**config.mk**
```make
export PLATFORM = sky130hd
export DESIGN_NAME = neighbor_table_layer_router_core_flat
export DESIGN_NICKNAME = d
export VERILOG_FILES = /design/src/rtl/core/ntlr_pkg.sv /design/src/rtl/core/ntlr_if.sv /design/src/rtl/core/neighbor_table_layer_router_core.sv /design/src/rtl/core/ntlr_cfg_regs.sv /design/src/rtl/core/ntlr_ctrl.sv /design/src/rtl/core/ntlr_datapath.sv /design/src/flat_wrapper.sv
export SDC_FILE = /design/constraint.sdc
export NUM_CORES = 1
export LEC_CHECK = 0
export BUFFER_PORTS_ARGS = -buffer_cell sky130_fd_sc_hd__buf_4
export CAP_MARGIN = 40
export CORE_MARGIN = 4
export CORE_UTILIZATION = 35
export CTS_BUF_LIST = sky130_fd_sc_hd__clkbuf_16
export DETAILED_ROUTE_END_ITERATION = 10
export PLACE_DENSITY = 0.54
export SYNTH_ARGS = -nofsm -noshare
export SYNTH_HDL_FRONTEND = slang
export SYNTH_SLANG_ARGS = --single-unit
```
**constraint.sdc**
```tcl
create_clock -name clk -period 10.1 [get_ports clk]
set_clock_uncertainty 0.05 [all_clocks]
set_input_delay 1.515 -clock clk [delete_from_list [all_inputs] [get_ports clk]]
set_output_delay 1.515 -clock clk [all_outputs]
set_load 0.01 [all_outputs]
```
**src/rtl/core/ntlr_pkg.sv**
```systemverilog
`timescale 1ns / 1ps

package ntlr_pkg;

    // item commands
    localparam logic [1:0] CMD_ANNOUNCE = 2'd0;
    localparam logic [1:0] CMD_FORWARD  = 2'd1;
    localparam logic [1:0] CMD_TICK     = 2'd2;

    // register indexes (byte address = 4 * index)
    localparam logic [1:0] REG_SINK_ADDRESS   = 2'd0;
    localparam logic [1:0] REG_RSSI_OFFSET    = 2'd1;
    localparam logic [1:0] REG_RSSI_FLOOR     = 2'd2;
    localparam logic [1:0] REG_ENTRY_LIFETIME = 2'd3;

    localparam int unsigned PADDR_W = 4;

    localparam logic [15:0]        SINK_ADDRESS_RESET   = 16'd32768;
    localparam logic signed [7:0]  RSSI_OFFSET_RESET    = -8'sd45;
    localparam logic signed [7:0]  RSSI_FLOOR_RESET     = -8'sd79;
    localparam logic [15:0]        ENTRY_LIFETIME_RESET = 16'd120;
    localparam logic [6:0]         NODE_LAYER_RESET     = 7'd50;
    localparam logic [6:0]         SINK_LAYER           = 7'd1;

    typedef struct packed {
        logic [15:0]       sink_address;
        logic signed [7:0] rssi_offset;
        logic signed [7:0] rssi_floor;
        logic [15:0]       entry_lifetime;
    } cfg_t;

    typedef struct packed {
        logic [1:0]        command;
        logic [15:0]       sender_address;
        logic [6:0]        sender_layer;
        logic signed [7:0] raw_rssi;
    } in_item_t;

    typedef struct packed {
        logic        next_hop_valid;
        logic [15:0] next_hop_address;
        logic [6:0]  own_layer;
        logic [4:0]  neighbor_count;
        logic        announcement_accepted;
    } out_item_t;

    typedef struct packed {
        logic [15:0] address;
        logic [6:0]  layer;
        logic [15:0] timer;
    } entry_t;

    // controller -> datapath
    typedef struct packed {
        logic latch;
        logic scan;
        logic commit;
    } ctrl_cmd_t;

    // datapath -> controller
    typedef struct packed {
        logic scan_done;
        logic out_free;
    } dp_status_t;

endpackage

```
**src/rtl/core/ntlr_if.sv**
```systemverilog
`timescale 1ns / 1ps

interface ntlr_req_if;
    logic              valid;
    logic              ready;
    logic [1:0]        command;
    logic [15:0]       sender_address;
    logic [6:0]        sender_layer;
    logic signed [7:0] raw_rssi;

    modport source (output valid, command, sender_address, sender_layer, raw_rssi,
                    input ready);
    modport sink   (input valid, command, sender_address, sender_layer, raw_rssi,
                    output ready);
endinterface

interface ntlr_rsp_if;
    logic        valid;
    logic        ready;
    logic        next_hop_valid;
    logic [15:0] next_hop_address;
    logic [6:0]  own_layer;
    logic [4:0]  neighbor_count;
    logic        announcement_accepted;

    modport source (output valid, next_hop_valid, next_hop_address, own_layer,
                    neighbor_count, announcement_accepted, input ready);
    modport sink   (input valid, next_hop_valid, next_hop_address, own_layer,
                    neighbor_count, announcement_accepted, output ready);
endinterface

```
**src/rtl/core/neighbor_table_layer_router_core.sv**
```systemverilog
`timescale 1ns / 1ps

// Neighbor table with hop layer for gradient routing.
// req (sink side): one item per command: announcement, forward request or tick.
// rsp (source side): exactly one result item per accepted request item.
// APB port: sink_address 0x0, rssi_offset 0x4, rssi_floor 0x8,
// entry_lifetime 0xC; write only while the block is idle.
// Timing: an item is taken in the idle state, then the table memory is walked one
// entry per cycle (one read port, registered read data), then the result is
// committed in the commit state. A rejected announcement, an unknown command or
// an empty table skips the walk. A refresh hit or the sink entry ends the walk
// early. One item is in work at a time; req.ready is high only between items.
// The result sits in an output register, so the next item is taken while rsp
// waits; if rsp stalls, the following item holds in its commit state until the
// register frees.
// Reset: empty table, own layer 50, registers at their defaults; the table
// memory needs no clearing since only the filled prefix is ever read.
module neighbor_table_layer_router_core
    import ntlr_pkg::*;
#(
    parameter int unsigned TABLE_DEPTH = 16
)
(
    input  logic               clk,
    input  logic               rst_n,
    ntlr_req_if.sink           req,
    ntlr_rsp_if.source         rsp,
    input  logic               psel,
    input  logic               penable,
    input  logic               pwrite,
    input  logic [PADDR_W-1:0] paddr,
    input  logic [31:0]        pwdata,
    output logic [31:0]        prdata,
    output logic               pready
);

    cfg_t       cfg;
    ctrl_cmd_t  cmd;
    dp_status_t status;
    in_item_t   req_item;
    out_item_t  rsp_item;
    logic       in_ready;
    logic       rsp_valid;

    assign req_item = '{command:        req.command,
                        sender_address: req.sender_address,
                        sender_layer:   req.sender_layer,
                        raw_rssi:       req.raw_rssi};

    assign req.ready                 = in_ready;
    assign rsp.valid                 = rsp_valid;
    assign rsp.next_hop_valid        = rsp_item.next_hop_valid;
    assign rsp.next_hop_address      = rsp_item.next_hop_address;
    assign rsp.own_layer             = rsp_item.own_layer;
    assign rsp.neighbor_count        = rsp_item.neighbor_count;
    assign rsp.announcement_accepted = rsp_item.announcement_accepted;

    ntlr_cfg_regs u_cfg (
        .clk     (clk),
        .rst_n   (rst_n),
        .psel    (psel),
        .penable (penable),
        .pwrite  (pwrite),
        .paddr   (paddr),
        .pwdata  (pwdata),
        .prdata  (prdata),
        .pready  (pready),
        .cfg     (cfg)
    );

    ntlr_ctrl u_ctrl (
        .clk      (clk),
        .rst_n    (rst_n),
        .in_valid (req.valid),
        .in_ready (in_ready),
        .status   (status),
        .cmd      (cmd)
    );

    ntlr_datapath #(
        .DEPTH (TABLE_DEPTH)
    ) u_dp (
        .clk       (clk),
        .rst_n     (rst_n),
        .cmd       (cmd),
        .cfg       (cfg),
        .req_item  (req_item),
        .status    (status),
        .rsp_valid (rsp_valid),
        .rsp_ready (rsp.ready),
        .rsp_item  (rsp_item)
    );

endmodule

```
**src/rtl/core/ntlr_cfg_regs.sv**
```systemverilog
`timescale 1ns / 1ps

module ntlr_cfg_regs
    import ntlr_pkg::*;
(
    input  logic               clk,
    input  logic               rst_n,
    input  logic               psel,
    input  logic               penable,
    input  logic               pwrite,
    input  logic [PADDR_W-1:0] paddr,
    input  logic [31:0]        pwdata,
    output logic [31:0]        prdata,
    output logic               pready,
    output cfg_t               cfg
);

    cfg_t       cfg_reg;
    cfg_t       cfg_next;
    logic [1:0] reg_idx;
    logic       wr_en;

    assign reg_idx = paddr[3:2];
    assign wr_en   = psel && penable && pwrite;
    assign pready  = 1'b1;
    assign cfg     = cfg_reg;

    always_comb
    begin
        cfg_next = cfg_reg;
        if (wr_en)
        begin
            unique case (reg_idx)
                REG_SINK_ADDRESS:   cfg_next.sink_address   = pwdata[15:0];
                REG_RSSI_OFFSET:    cfg_next.rssi_offset    = pwdata[7:0];
                REG_RSSI_FLOOR:     cfg_next.rssi_floor     = pwdata[7:0];
                REG_ENTRY_LIFETIME: cfg_next.entry_lifetime = pwdata[15:0];
                default:            cfg_next = cfg_reg;
            endcase
        end
    end

    always_comb
    begin
        unique case (reg_idx)
            REG_SINK_ADDRESS:   prdata = {16'd0, cfg_reg.sink_address};
            REG_RSSI_OFFSET:    prdata = 32'(cfg_reg.rssi_offset);
            REG_RSSI_FLOOR:     prdata = 32'(cfg_reg.rssi_floor);
            REG_ENTRY_LIFETIME: prdata = {16'd0, cfg_reg.entry_lifetime};
            default:            prdata = 32'd0;
        endcase
    end

    always_ff @(posedge clk or negedge rst_n)
    begin
        if (!rst_n)
        begin
            cfg_reg.sink_address   <= SINK_ADDRESS_RESET;
            cfg_reg.rssi_offset    <= RSSI_OFFSET_RESET;
            cfg_reg.rssi_floor     <= RSSI_FLOOR_RESET;
            cfg_reg.entry_lifetime <= ENTRY_LIFETIME_RESET;
        end
        else
        begin
            cfg_reg <= cfg_next;
        end
    end

endmodule

```
**src/rtl/core/ntlr_ctrl.sv**
```systemverilog
`timescale 1ns / 1ps

module ntlr_ctrl
    import ntlr_pkg::*;
(
    input  logic       clk,
    input  logic       rst_n,
    input  logic       in_valid,
    output logic       in_ready,
    input  dp_status_t status,
    output ctrl_cmd_t  cmd
);

    localparam logic [1:0] ST_IDLE   = 2'd0;
    localparam logic [1:0] ST_SCAN   = 2'd1;
    localparam logic [1:0] ST_COMMIT = 2'd2;

    logic [1:0] state_reg;
    logic [1:0] state_next;

    assign in_ready = (state_reg == ST_IDLE);

    always_comb
    begin
        state_next = state_reg;
        cmd        = '0;
        unique case (state_reg)
            ST_IDLE:
            begin
                if (in_valid)
                begin
                    cmd.latch  = 1'b1;
                    state_next = ST_SCAN;
                end
            end
            ST_SCAN:
            begin
                cmd.scan = 1'b1;
                if (status.scan_done)
                    state_next = ST_COMMIT;
            end
            ST_COMMIT:
            begin
                // wait for the output register to drain
                if (status.out_free)
                begin
                    cmd.commit = 1'b1;
                    state_next = ST_IDLE;
                end
            end
            default:
            begin
                state_next = ST_IDLE;
            end
        endcase
    end

    always_ff @(posedge clk or negedge rst_n)
    begin
        if (!rst_n)
            state_reg <= ST_IDLE;
        else
            state_reg <= state_next;
    end

endmodule

```
**src/rtl/core/ntlr_datapath.sv**
```systemverilog
`timescale 1ns / 1ps

module ntlr_datapath
    import ntlr_pkg::*;
#(
    parameter int unsigned DEPTH = 16
)
(
    input  logic       clk,
    input  logic       rst_n,
    input  ctrl_cmd_t  cmd,
    input  cfg_t       cfg,
    input  in_item_t   req_item,
    output dp_status_t status,
    output logic       rsp_valid,
    input  logic       rsp_ready,
    output out_item_t  rsp_item
);

    localparam int unsigned IW = (DEPTH > 1) ? $clog2(DEPTH) : 1;
    localparam int unsigned CW = $clog2(DEPTH + 1);
    localparam logic [CW-1:0] DEPTH_C = CW'(DEPTH);

    entry_t mem [DEPTH];

    // item context
    logic [1:0]  cmd_reg,   cmd_next;
    logic [15:0] addr_reg,  addr_next;
    logic [6:0]  layer_reg, layer_next;
    logic        pass_reg,  pass_next;

    logic [6:0]    node_layer_reg, node_layer_next;
    logic [CW-1:0] count_reg,      count_next;

    // scan state
    logic [CW-1:0] rd_ptr_reg,  rd_ptr_next;
    logic          rd_vld_reg,  rd_vld_next;
    logic [IW-1:0] chk_idx_reg, chk_idx_next;
    logic [CW-1:0] w_reg,       w_next;
    logic          hit_reg,     hit_next;
    logic          sink_reg,    sink_next;
    logic          low_reg,     low_next;
    logic [15:0]   low_addr_reg,   low_addr_next;
    logic [15:0]   first_addr_reg, first_addr_next;
    entry_t        rd_data_reg;

    logic      rsp_valid_reg, rsp_valid_next;
    out_item_t rsp_item_reg,  rsp_item_next;

    logic              mem_we;
    logic [IW-1:0]     mem_wa;
    entry_t            mem_wd;
    logic              rd_issue;
    logic signed [7:0] rss;
    logic              pass_in;
    logic              stop;
    logic              scan_cmd;
    logic              can_issue;
    logic [CW-1:0]     count_fin;

    assign rss     = 8'(req_item.raw_rssi + cfg.rssi_offset);
    assign pass_in = (req_item.command == CMD_ANNOUNCE) && (rss > cfg.rssi_floor);

    assign stop      = hit_reg || sink_reg;
    assign scan_cmd  = ((cmd_reg == CMD_ANNOUNCE) && pass_reg) ||
                       (cmd_reg == CMD_FORWARD) || (cmd_reg == CMD_TICK);
    assign can_issue = scan_cmd && !stop && (rd_ptr_reg < count_reg);

    assign status.scan_done = !rd_vld_reg && !can_issue;
    assign status.out_free  = !rsp_valid_reg || rsp_ready;

    assign rsp_valid = rsp_valid_reg;
    assign rsp_item  = rsp_item_reg;

    always_comb
    begin
        cmd_next        = cmd_reg;
        addr_next       = addr_reg;
        layer_next      = layer_reg;
        pass_next       = pass_reg;
        node_layer_next = node_layer_reg;
        count_next      = count_reg;
        rd_ptr_next     = rd_ptr_reg;
        rd_vld_next     = rd_vld_reg;
        chk_idx_next    = chk_idx_reg;
        w_next          = w_reg;
        hit_next        = hit_reg;
        sink_next       = sink_reg;
        low_next        = low_reg;
        low_addr_next   = low_addr_reg;
        first_addr_next = first_addr_reg;
        rsp_valid_next  = rsp_valid_reg;
        rsp_item_next   = rsp_item_reg;
        mem_we          = 1'b0;
        mem_wa          = '0;
        mem_wd          = '0;
        rd_issue        = 1'b0;
        count_fin       = count_reg;

        if (cmd.latch)
        begin
            cmd_next    = req_item.command;
            addr_next   = req_item.sender_address;
            layer_next  = req_item.sender_layer;
            pass_next   = pass_in;
            rd_ptr_next = '0;
            rd_vld_next = 1'b0;
            w_next      = '0;
            hit_next    = 1'b0;
            sink_next   = 1'b0;
            low_next    = 1'b0;
            if (pass_in)
            begin
                if (req_item.sender_address == cfg.sink_address)
                    node_layer_next = SINK_LAYER;
                else if (node_layer_reg > req_item.sender_layer)
                    node_layer_next = req_item.sender_layer + 7'd1;
            end
        end

        if (cmd.scan)
        begin
            // read side: one entry issued per cycle, its data checked from the read data register
            if (can_issue)
            begin
                rd_issue     = 1'b1;
                rd_ptr_next  = rd_ptr_reg + CW'(1);
                chk_idx_next = rd_ptr_reg[IW-1:0];
                rd_vld_next  = 1'b1;
            end
            else
            begin
                rd_vld_next = 1'b0;
            end

            if (rd_vld_reg)
            begin
                unique case (cmd_reg)
                    CMD_ANNOUNCE:
                    begin
                        if (!hit_reg && (rd_data_reg.address == addr_reg))
                        begin
                            mem_we   = 1'b1;
                            mem_wa   = chk_idx_reg;
                            mem_wd   = '{address: addr_reg, layer: layer_reg,
                                         timer: cfg.entry_lifetime};
                            hit_next = 1'b1;
                        end
                    end
                    CMD_FORWARD:
                    begin
                        if (chk_idx_reg == '0)
                            first_addr_next = rd_data_reg.address;
                        if (!sink_reg)
                        begin
                            if (rd_data_reg.address == cfg.sink_address)
                            begin
                                sink_next = 1'b1;
                            end
                            else if (!low_reg && (rd_data_reg.layer < node_layer_reg))
                            begin
                                low_next      = 1'b1;
                                low_addr_next = rd_data_reg.address;
                            end
                        end
                    end
                    CMD_TICK:
                    begin
                        // survivors are packed toward the front, order kept
                        if (rd_data_reg.timer > 16'd1)
                        begin
                            mem_we = 1'b1;
                            mem_wa = w_reg[IW-1:0];
                            mem_wd = '{address: rd_data_reg.address,
                                       layer:   rd_data_reg.layer,
                                       timer:   rd_data_reg.timer - 16'd1};
                            w_next = w_reg + CW'(1);
                        end
                    end
                    default:
                    begin
                        mem_we = 1'b0;
                    end
                endcase
            end
        end

        if (cmd.commit)
        begin
            if ((cmd_reg == CMD_ANNOUNCE) && pass_reg && !hit_reg && (count_reg < DEPTH_C))
            begin
                mem_we    = 1'b1;
                mem_wa    = count_reg[IW-1:0];
                mem_wd    = '{address: addr_reg, layer: layer_reg,
                              timer: cfg.entry_lifetime};
                count_fin = count_reg + CW'(1);
            end
            else if (cmd_reg == CMD_TICK)
            begin
                count_fin = w_reg;
            end
            count_next = count_fin;

            rsp_item_next.next_hop_valid        = (cmd_reg == CMD_FORWARD) && (count_reg != '0);
            rsp_item_next.next_hop_address      = '0;
            if (rsp_item_next.next_hop_valid)
            begin
                priority if (sink_reg)
                    rsp_item_next.next_hop_address = cfg.sink_address;
                else if (low_reg)
                    rsp_item_next.next_hop_address = low_addr_reg;
                else
                    rsp_item_next.next_hop_address = first_addr_reg;
            end
            rsp_item_next.own_layer             = node_layer_reg;
            rsp_item_next.neighbor_count        = 5'(count_fin);
            rsp_item_next.announcement_accepted = (cmd_reg == CMD_ANNOUNCE) && pass_reg;
            rsp_valid_next                      = 1'b1;
        end
        else if (rsp_valid_reg && rsp_ready)
        begin
            rsp_valid_next = 1'b0;
        end
    end

    always_ff @(posedge clk)
    begin
        if (mem_we)
            mem[mem_wa] <= mem_wd;
        if (rd_issue)
            rd_data_reg <= mem[rd_ptr_reg[IW-1:0]];
    end

    always_ff @(posedge clk)
    begin
        cmd_reg        <= cmd_next;
        addr_reg       <= addr_next;
        layer_reg      <= layer_next;
        chk_idx_reg    <= chk_idx_next;
        low_addr_reg   <= low_addr_next;
        first_addr_reg <= first_addr_next;
        rsp_item_reg   <= rsp_item_next;
    end

    always_ff @(posedge clk or negedge rst_n)
    begin
        if (!rst_n)
        begin
            pass_reg       <= 1'b0;
            node_layer_reg <= NODE_LAYER_RESET;
            count_reg      <= '0;
            rd_ptr_reg     <= '0;
            rd_vld_reg     <= 1'b0;
            w_reg          <= '0;
            hit_reg        <= 1'b0;
            sink_reg       <= 1'b0;
            low_reg        <= 1'b0;
            rsp_valid_reg  <= 1'b0;
        end
        else
        begin
            pass_reg       <= pass_next;
            node_layer_reg <= node_layer_next;
            count_reg      <= count_next;
            rd_ptr_reg     <= rd_ptr_next;
            rd_vld_reg     <= rd_vld_next;
            w_reg          <= w_next;
            hit_reg        <= hit_next;
            sink_reg       <= sink_next;
            low_reg        <= low_next;
            rsp_valid_reg  <= rsp_valid_next;
        end
    end

    a_count_bound: assert property (@(posedge clk) disable iff (!rst_n)
        count_reg <= DEPTH_C)
        else $error("neighbor count above table depth");

    a_write_in_range: assert property (@(posedge clk) disable iff (!rst_n)
        mem_we |-> (CW'(mem_wa) <= count_reg))
        else $error("table write beyond filled region");

    a_compact_order: assert property (@(posedge clk) disable iff (!rst_n)
        (cmd.scan && rd_vld_reg && (cmd_reg == CMD_TICK)) |-> (w_reg <= CW'(chk_idx_reg)))
        else $error("tick compaction write pointer overtook read");

    a_commit_result: assert property (@(posedge clk) disable iff (!rst_n)
        cmd.commit |=> rsp_valid_reg)
        else $error("committed item produced no result");

endmodule

```
**src/flat_wrapper.sv**
```systemverilog
// flat-port wrapper written by rule: the top's interface ports become plain ports
module neighbor_table_layer_router_core_flat import ntlr_pkg::*;
#(
    parameter int unsigned TABLE_DEPTH = 16
)
  (clk, rst_n, psel, penable, pwrite, paddr, pwdata, prdata, pready, req_valid, req_command, req_sender_address, req_sender_layer, req_raw_rssi, req_ready, rsp_valid, rsp_next_hop_valid, rsp_next_hop_address, rsp_own_layer, rsp_neighbor_count, rsp_announcement_accepted, rsp_ready);
  ntlr_req_if req_i ();
  ntlr_rsp_if rsp_i ();
  input  logic clk;
  input  logic rst_n;
  input  logic psel;
  input  logic penable;
  input  logic pwrite;
  input  logic [PADDR_W-1:0] paddr;
  input  logic [31:0] pwdata;
  output logic [31:0] prdata;
  output logic pready;
  input wire logic [$bits(req_i.valid)-1:0] req_valid;
  input wire logic [$bits(req_i.command)-1:0] req_command;
  input wire logic [$bits(req_i.sender_address)-1:0] req_sender_address;
  input wire logic [$bits(req_i.sender_layer)-1:0] req_sender_layer;
  input wire logic [$bits(req_i.raw_rssi)-1:0] req_raw_rssi;
  output wire logic [$bits(req_i.ready)-1:0] req_ready;
  output wire logic [$bits(rsp_i.valid)-1:0] rsp_valid;
  output wire logic [$bits(rsp_i.next_hop_valid)-1:0] rsp_next_hop_valid;
  output wire logic [$bits(rsp_i.next_hop_address)-1:0] rsp_next_hop_address;
  output wire logic [$bits(rsp_i.own_layer)-1:0] rsp_own_layer;
  output wire logic [$bits(rsp_i.neighbor_count)-1:0] rsp_neighbor_count;
  output wire logic [$bits(rsp_i.announcement_accepted)-1:0] rsp_announcement_accepted;
  input wire logic [$bits(rsp_i.ready)-1:0] rsp_ready;
  assign req_i.valid = req_valid;
  assign req_i.command = req_command;
  assign req_i.sender_address = req_sender_address;
  assign req_i.sender_layer = req_sender_layer;
  assign req_i.raw_rssi = req_raw_rssi;
  assign req_ready = req_i.ready;
  assign rsp_valid = rsp_i.valid;
  assign rsp_next_hop_valid = rsp_i.next_hop_valid;
  assign rsp_next_hop_address = rsp_i.next_hop_address;
  assign rsp_own_layer = rsp_i.own_layer;
  assign rsp_neighbor_count = rsp_i.neighbor_count;
  assign rsp_announcement_accepted = rsp_i.announcement_accepted;
  assign rsp_i.ready = rsp_ready;
  neighbor_table_layer_router_core #(.TABLE_DEPTH(TABLE_DEPTH)) u_core (.clk(clk), .rst_n(rst_n), .req(req_i), .rsp(rsp_i), .psel(psel), .penable(penable), .pwrite(pwrite), .paddr(paddr), .pwdata(pwdata), .prdata(prdata), .pready(pready));
endmodule
```
==> metrics.yaml, run 1 <==
hold_buffers: 0
reg2reg_from: "u_core.u_dp.rd_data_reg[7]"
tightestPinTransition_ns: 0.8812
cts_sinks: 832
cap_viol_max_count: 0
drt_wl_total_um: 81320
root_buffer: "clkbuf_16"
p_sw_uw: 2352
syn_inst: 1709
drc_errors: 0
rsz0062_at_grt: "no"
cts_made_buffers: 84
crit_type: "in2reg"
slew_violations: 0
cts_tree: "yes"
fin_crit_sh_pct: 45.28
vias: 16760
min_path_type: "reg2reg"
antennaDiodeCount: 0
post-dp-hpwl_um: 47300
crit_chain: "buf_4 -> ha_1 -> a21o_1 -> a21oi_1 -> nor2b_1 -> o21ai_0 -> a21oi_1 -> xnor2_1 -> ha_1 -> inv_1 -> a2111oi_0 -> o21ai_0 -> a21o_1 -> a21oi_2 -> mux2_2"
largest_reg_flops: 624
tns_ns: 0
grt_pass1_vias: 17550
fmax_mhz: 218.7
holdCritStartpoint: "u_core.u_dp.rd_ptr_reg[4]"
powerDensity_nw_per_um2: 227.7
power_frac_clock_pct: 34.4
vdd_drop_max_mv: 0.1092
min_to: "u_core.u_dp.rd_ptr_reg[4]"
r2r_setup_slack_ns: 5.64
start_util_pct: 35.40
first_iter_violations: 1214
relSlewSlack_pct: 41.25
overflow: 0
max_stage_delay_ns: 0.44
comb_power_share_pct: 18.0
worstSetupStartpointType: "primary input"
drive_above_1_share_pct: 31.80
cp-end-kind: "flop"
hold_violations: 0
io-pin-count: 141
swShare_pct: 26.19
clk_pin_slew_ns: 0.07
syn_area_um2: 33790
period_needed_ns: 4.573
die_h_um: 318.7
synth_cell_type_count: 58
r2r_cells: 7
place_congestion: 0.8251
slowest_stage: "a2111oi_0"
synth.avg_cell_area_um2: 19.77
ant_nets: 0
synth-seq-cells: 832
seqPwrFrac_pct: 47.6
cp.arrival_ns: 5.03
track_usage_pct: 15.89
drtPass1Iterations: 5
synth_ff_type: "edfxtp_1"
syn-num-nets: 1825
cts_setup_buffers: 0
die_area_um2: 101600
die_x_um: 318.7
p_leak_uw: 0.01374
whs_path_depth: 1
setup_viol: 0
p_total_uw: 8980
grt_max_degree: 59
area_growth_syn_to_layout_pct: 16.74
coreArea_um2: 95440
yosys_warnings: 0
synthArstFlopShare_pct: 9.375
clk_latency_ns: 0.62
outcome: "finished, final reports clean"
rows: 113
io_buffers: 121
r2r_end: "u_core.u_dp.mem[0][36]"
required_ns: 10.56
wl_per_cell_um: 25.27
post-route-util_pct: 41.33
ys_seq_area_share_pct: 72.85
finalNetCount: 2000
internal-power_uw: 6628
clk_path_buf_depth: 3
synth_edf_count: 754
cts_max_level: 3
viasPerCell: 5.208
antenna_found_initial: 2
ctsResizeCount: 0
cp_max_fo: 7
grt_pass1_wl_um: 120200
## metrics by stage
stage	cell area (um^2)	worst slack (ns)	instances	hold slack, ns
6_report	39440	5.527	3218	0.4325
5_1_grt	39440	5.349	3218	0.4543
4_1_cts	39430	5.375	3216	0.4340
3_5_place_dp	36680	4.903	3061	0.4251
3_3_place_gp	36400	4.904	3049	0.4235
2_1_floorplan	33790	4.993	1709	0.3927
## power by group through the flow
| stage | logic [uW] | clock network, uW | registers, uW |
|---|---|---|---|
| final | 1610 | 3090 | 4280 |
| after global placement | 1560 | 0 | 4380 |
| after CTS | 1650 | 3170 | 4280 |
| after global routing | 1760 | 3320 | 4300 |
| after detailed placement | 1640 | 0 | 4350 |
| after floorplan | 1170 | 0 | 4210 |
## synth_stat cells (4+ instances only)
| library cell | n | share of area, % |
|---|---|---|
| a21o_1 | 9 | 0.20 |
| a21oi_1 | 32 | 0.47 |
| a22o_1 | 24 | 0.62 |
| and3_1 | 4 | 0.074 |
| buf_1 | 22 | 0.24 |
| buf_2 | 8 | 0.12 |
| buf_4 | 16 | 0.36 |
| clkbuf_1 | 47 | 0.52 |
| dfrtp_1 | 61 | 4.5 |
| dfstp_2 | 17 | 1.3 |
| edfxtp_1 | 754 | 67 |
| ha_1 | 39 | 1.4 |
| inv_1 | 39 | 0.43 |
| mux2_2 | 52 | 1.7 |
| mux2i_1 | 24 | 0.71 |
| mux4_2 | 211 | 14 |
| nand2_1 | 63 | 0.70 |
| nand2b_1 | 10 | 0.19 |
| nand3_1 | 9 | 0.13 |
| nand4_1 | 14 | 0.26 |
| nor2_1 | 71 | 0.79 |
| nor2b_1 | 6 | 0.11 |
| nor3_1 | 8 | 0.12 |
| nor4_1 | 14 | 0.26 |
| o21ai_0 | 36 | 0.53 |
| or2_2 | 4 | 0.074 |
| xnor2_1 | 40 | 1.0 |
| xor2_1 | 34 | 0.88 |
## per-layer routing
layer | track usage, % | vias up | wire length (um)
met4 | 4.046 | 0 | 1554
li1 | - | 7254 | -
met1 | 22.29 | 8992 | 35880
met2 | 26.02 | 420 | 39890
met3 | 2.631 | 94 | 3991
met5 | 0 | - | 0
## cells by family after synthesis
family	Yosys count	share of synthesized area, %
mux	287	16.51
compound gates	127	2.489
simple gates	216	3.044
xor+xnor	74	1.918
flops	832	72.85
other cells	1	0.01110
fa+ha+maj	40	1.503
buf+inv	132	1.674
## layout make-up
| type | count | area, um^2 |
|---|---|---|
| fill | 8423 | 55990 |
| clock inverter | 69 | 596.8 |
| clock buffer | 86 | 2152 |
| multi-input combinational | 745 | 8778 |
| sequential | 832 | 24630 |
| timing repair buffer | 182 | 1560 |
| inverter | 39 | 146.4 |
| tap | 1265 | 1583 |
## worst max-delay path by stage
stage,from,endpoint,slack [ns],depth (start not counted)
finish,req_raw_rssi[1],u_core.u_dp.node_layer_reg[2],5.53,15
global route,req_raw_rssi[1],u_core.u_dp.node_layer_reg[2],5.35,15
CTS,paddr[3],prdata[17],5.38,4
detailed placement,req_raw_rssi[1],u_core.u_dp.node_layer_reg[2],4.90,15
global placement,req_raw_rssi[1],u_core.u_dp.node_layer_reg[0],4.90,15
floorplan,paddr[2],prdata[17],4.99,4
## worst max-delay path: cells and delay by family
family,cells,cell delay [ns]
AOI/OAI and AO/OA,8,2.11
xor gates and xnor gates,1,0.15
adders and majority gates,2,0.59
buffers and inverters,2,0.18
muxes,1,0.39
and+or+nand+nor,1,0.08
## layout by cell type (no fill, tap or decap), types with 17 or more instances in the layout
cell	netlist	layout
dfrtp_1	61	57
xor2_1	34	34
nand2_1	63	63
clkinv_1	0	21
clkbuf_16	0	86
inv_1	39	48
a21oi_1	32	32
xnor2_1	40	40
ha_1	39	39
mux4_2	211	211
nor2_1	71	55
edfxtp_1	754	754
a22o_1	24	24
mux2_2	52	52
buf_4	16	170
mux2i_1	24	24
dfstp_2	17	17
o21ai_0	36	35
No activity file was read; power rests on OpenSTA's default activity.
==> run 2: changes to the inputs <==
Settings changed: PLACE_DENSITY 0.54 to 0.56.
Clock period 10.1 ns to 4 ns, I/O delays scaled along.
==> run 2 against run 1 <==
Non-clock buffer count up 14. Clock-buffer cell count shrank 3. Register-to-register slack worse by 5.3 ns. Via count about the same. Routed wire length shrank 1.4%. Critical path depth fell by 1. Die area unchanged.
==> metrics.yaml, run 2 (synthesis results as in run 1) <==
track_usage_pct: 15.65  # -0.24 points
cts_max_level: 3  # unchanged
worstSetupStartpointType: "flop"
post-route-worst-setup-slack_ns: 0.3261  # -5.201 ns
place_congestion: 0.8332  # +0.98%
largest_reg_flops: 624  # unchanged
outcome: "finished, final reports clean"
area_growth_syn_to_layout_pct: 17.26
root_buffer: "clkbuf_16"
wl_per_cell_um: 24.87  # -1.6%
cts_tree: "yes"
rows: 113  # unchanged
finalInstanceArea_um2: 39620  # +0.44%
slew_violations: 0  # unchanged
fin_crit_sh_pct: 91.85
place_area_um2: 36990  # +0.86%
coreArea_um2: 95440  # unchanged
vias: 16770  # +0.042%
p_leak_uw: 0.01385  # +0.79%
fmax_mhz: 272.2
cp-end-kind: "flop"
die_x_um: 318.7  # unchanged
setup_viol: 0  # unchanged
drtPass1Iterations: 5  # unchanged
start_util_pct: 35.40  # unchanged
grt_pass1_vias: 17460  # -0.48%
io-pin-count: 141  # unchanged
vdd_drop_max_mv: 0.5114  # +370%
clk_pin_slew_ns: 0.07  # about the same
first_iter_violations: 1437  # +18%
drt_wl_total_um: 80190  # -1.4%
antennaDiodeCount: 0  # unchanged
drive_above_1_share_pct: 31.90  # +0.11 points
required_ns: 4.45  # -6.11 ns
final_common_cell: "edfxtp_1"
period_needed_ns: 3.674
crit_type: "reg2reg"
finalNetCount: 2011  # +0.55%
clk_latency_ns: 0.64  # +0.02 ns
io_buffers: 121  # unchanged
die_h_um: 318.7  # unchanged
tightestPinTransition_ns: 1.188  # +0.3065 ns
dp_cells: 3074  # +0.42%
overflow: 0  # unchanged
antenna_found_initial: 1  # -1
cts_made_buffers: 81  # -3.6%
hold_violations: 0  # unchanged
relSlewSlack_pct: 20.82  # -20 points
cap_viol_max_count: 0  # unchanged
grt_max_degree: 161  # +170%
p_total_uw: 22330  # +150%
powerDensity_nw_per_um2: 563.5  # +150%
cts_setup_buffers: 0  # unchanged
mostFrequentLayoutCells: "754 x edfxtp_1, 211 x mux4_2, 163 x buf_4"
cp.arrival_ns: 4.13  # -0.90 ns
drc_errors: 0  # unchanged
pre_cts_slack_ns: -0.05877  # -4.962 ns
rsz0062_at_grt: "no"
clk_path_buf_depth: 3  # unchanged
post-dp-hpwl_um: 47690  # +0.83%
final_cells: 3224  # +0.19%
grt_pass1_wl_um: 118800  # -1.2%
viasPerCell: 5.201  # -0.14%
ant_nets: 0  # unchanged
cts_sinks: 832  # unchanged
cp_max_fo: 6  # -1
die_area_um2: 101600  # unchanged
min_path_type: "in2reg"
## run 2: cell count changes in the layout (fill, tap and decap cells not counted), sizes merged
cell / before / now
clkbuf: 86 / 84
clkinvlp: 9 / 3
buf: 182 / 194
inv: 55 / 60
dlygate4sd3: 0 / 1
bufinv: 9 / 7
clkinv: 35 / 33
## run 2: path summary, 6_finish.rpt
path | from | end | slack (ns) | cells after the start
max in group asynchronous | rst_n | u_core.u_dp.node_layer_reg[1] | 3.01 | 3
max | u_core.u_cfg.cfg[25] | u_core.u_dp.node_layer_reg[0] | 0.33 | 14
min | req_sender_layer[5] | u_core.u_dp.layer_reg[5] | 0.12 | 1
max reg2reg | u_core.u_cfg.cfg[25] | u_core.u_dp.node_layer_reg[0] | 0.33 | 14
min reg2reg | u_core.u_dp.node_layer_reg[6] | u_core.u_dp.rsp_item[12] | 0.44 | 0
min in group asynchronous | rst_n | u_core.u_cfg.cfg[17] | 0.30 | 2
## run 2: through the flow
stage / TNS [ns] / utilization, % / hold WS, ns
after global routing: 0 / 41.51 / 0.09370
after detailed placement: -0.1797 / 38.76 / 0.3766
after CTS: 0 / 41.49 / 0.07513
after floorplan: -50.04 / - / 0.2544
final: 0 / 41.51 / 0.1213
after global placement: -1.495 / 38.68 / 0.4290
## run 2: worst max-delay path: stages (launching register included)
cell and delay (ns):
dfstp_2 0.57, ha_1 0.24, a21o_1 0.16, a21oi_1 0.20
nor2b_1 0.07, o21ai_1 0.18, a21oi_1 0.11, xnor2_1 0.13
ha_1 0.30, inv_1 0.06, a2111oi_1 0.36, o21ai_0 0.17
a21o_1 0.32, a21oi_4 0.28, mux2_2 0.37
## run 2: per-layer routing
metal,track usage [%],up-vias,share of wire (%)
li1,-,7277,-
met1,21.29,8907,43
met2,25.83,474,49
met3,2.745,109,5.5
met4,4.859,0,2.3
met5,0,-,0
## run 2: timing repair
action | 4_1_cts | 5_1_grt
setup endpoints to repair | 0 | 7
hold buffers | 1 | 0
gates resized for setup | 0 | 3
hold endpoints to repair | 62 | 0
## run 2: cell type report
type / count / area [um^2]
Fill cell: 8316 / 55820
Sequential cell: 832 / 24630
Multi-Input combinational cell: 745 / 8787
Clock buffer: 83 / 2077
Timing Repair Buffer: 196 / 1882
Tap cell: 1265 / 1583
Clock inverter: 64 / 516.7
Inverter: 39 / 146.4
## run 2: power by group
part | switching, uW | internal (uW) | total (uW)
sequential | 526 | 10100 | 10700
clock | 3230 | 4240 | 7470
combinational | 2090 | 2100 | 4180
==> run 3: changes to the inputs <==
Settings changed: CTS_BUF_LIST sky130_fd_sc_hd__clkbuf_16 to not set.
==> run 3 against run 2 <==
Die area did not move. Clock-buffer cell count rose by 17. Maximum frequency rose by 0.15%. Cell count unchanged. Sequential share of layout area unchanged. Clock power is 0.5% higher. Routed wire length is essentially flat. Global-route usage hardly changed. Largest cell class unchanged.
==> metrics.yaml, run 3 (synthesis results as in run 1) <==
place_area_um2: 36990  # unchanged
powerDensity_nw_per_um2: 564.4  # +0.15%
io-pin-count: 141  # unchanged
drtPass1Iterations: 5  # unchanged
p_leak_uw: 0.01378  # -0.51%
pre_cts_slack_ns: -0.05877  # unchanged
cts_made_buffers: 81  # unchanged
finalInstanceArea_um2: 39620  # unchanged
die_h_um: 318.7  # unchanged
grt_pass1_vias: 17460  # unchanged
start_util_pct: 35.40  # unchanged
power_frac_clock_pct: 33.6  # about the same
cts_sinks: 832  # unchanged
area_growth_syn_to_layout_pct: 17.26  # unchanged
fin_crit_sh_pct: 91.71  # -0.14 points
viasPerCell: 5.209  # +0.16%
period_needed_ns: 3.668  # -0.005607 ns
track_usage_pct: 15.65  # about the same
required_ns: 4.45  # about the same
hold_violations: 0  # unchanged
antenna_found_initial: 1  # unchanged
final_common_cell: "edfxtp_1"
internal-power_uw: 16520  # +0.26%
cts_tree: "yes"
outcome: "finished, final reports clean"
cp_max_fo: 6  # unchanged
finalNetCount: 2011  # unchanged
fmax_mhz: 272.6  # +0.15%
wl_per_cell_um: 24.87  # about the same
die_x_um: 318.7  # unchanged
vias: 16790  # +0.16%
cp-end-kind: "flop"
drc_errors: 0  # unchanged
post-dp-hpwl_um: 47690  # unchanged
coreArea_um2: 95440  # unchanged
post-route-worst-setup-slack_ns: 0.3317  # +0.005607 ns
crit_type: "reg2reg"
tns_ns: 0  # unchanged
rsz0062_at_grt: "no"
relSlewSlack_pct: 21.08  # +0.26 points
first_iter_violations: 1441  # +0.28%
vdd_drop_max_mv: 0.5094  # -0.39%
p_sw_uw: 5839  # -0.16%
cap_viol_max_count: 0  # unchanged
worstSetupStartpointType: "flop"
worst_hold_slack_ns: 0.1219  # +0.0006460 ns
io_buffers: 121  # unchanged
cts_max_level: 3  # unchanged
root_buffer: "clkbuf_16"
tightestPinTransition_ns: 1.184  # -0.003928 ns
min_path_type: "in2reg"
drive_above_1_share_pct: 31.90  # unchanged
die_area_um2: 101600  # unchanged
comb_power_share_pct: 18.7  # about the same
cts_setup_buffers: 0  # unchanged
grt_max_degree: 161  # unchanged
place_congestion: 0.8332  # unchanged
seqPwrFrac_pct: 47.7  # about the same
mostFrequentLayoutCells: "754 x edfxtp_1, 211 x mux4_2, 163 x buf_4"
clk_latency_ns: 0.64  # about the same
drt_wl_total_um: 80190  # about the same
antennaDiodeCount: 0  # unchanged
p_total_uw: 22360  # +0.15%
swShare_pct: 26.11  # -0.081 points
ant_nets: 0  # unchanged
overflow: 0  # unchanged
setup_viol: 0  # unchanged
grt_pass1_wl_um: 118800  # about the same
largest_reg_flops: 624  # unchanged
rows: 113  # unchanged
cp.arrival_ns: 4.12  # about the same
clk_path_buf_depth: 3  # unchanged
clk_pin_slew_ns: 0.07  # about the same
slew_violations: 0  # unchanged
run 3: repair_timing:
action	in CTS	in global routing
setup endpoints to repair	0	7
hold buffers	1	0
hold endpoints to repair	62	0
gates resized for setup	0	3
run 3: critical path, cell delays in order (launching register included):
cell and delay (ns):
dfstp_2 0.57, ha_1 0.24, a21o_1 0.16, a21oi_1 0.20, nor2b_1 0.07, o21ai_1 0.18
a21oi_1 0.11, xnor2_1 0.13, ha_1 0.30, inv_1 0.06, a2111oi_1 0.36, o21ai_0 0.17
a21o_1 0.32, a21oi_4 0.28, mux2_2 0.37
run 3: routing by layer:
| layer | part of all wire, % | global-route usage (%) | wire [um] | vias up |
|---|---|---|---|---|
| li1 | - | - | - | 7277 |
| met1 | 42 | 21.29 | 33930 | 8896 |
| met2 | 49 | 25.83 | 39550 | 507 |
| met3 | 6.0 | 2.745 | 4789 | 113 |
| met4 | 2.4 | 4.859 | 1919 | 0 |
| met5 | 0 | 0 | 0 | - |
run 3: path summary, 6_finish.rpt:
path	startpoint	to	slack [ns]	depth (start not counted)
setup / recovery	u_core.u_cfg.cfg[25]	u_core.u_dp.node_layer_reg[0]	0.33	14
hold / removal	req_sender_layer[5]	u_core.u_dp.layer_reg[5]	0.12	1
setup reg to reg	u_core.u_cfg.cfg[25]	u_core.u_dp.node_layer_reg[0]	0.33	14
hold reg to reg	u_core.u_dp.node_layer_reg[6]	u_core.u_dp.rsp_item[12]	0.44	0
max in group asynchronous	rst_n	u_core.u_dp.node_layer_reg[1]	3.01	3
min in group asynchronous	rst_n	u_core.u_cfg.cfg[17]	0.30	2
run 3: power groups by stage:
stage	clock network (uW)	registers (uW)	logic, uW
2_1_floorplan	0	10600	2970
3_3_place_gp	0	10800	4200
3_5_place_dp	0	10800	4250
4_1_cts	7700	10700	4270
5_1_grt	8060	10700	4560
6_report	7510	10700	4180
run 3: cell type report:
cell class | count | area, um^2
Tap cell | 1265 | 1583
Clock buffer | 100 | 2141
Inverter | 39 | 146.4
Fill cell | 8316 | 55820
Multi-Input combinational cell | 745 | 8787
Clock inverter | 47 | 452.9
Timing Repair Buffer | 196 | 1882
Sequential cell | 832 | 24630
run 3: stage by stage:
step                utilization, %  instances
floorplan                        -       1709
global placement             38.68       3071
detailed placement           38.76       3074
CTS                          41.49       3222
global route                 41.51       3224
finish                       41.51       3224
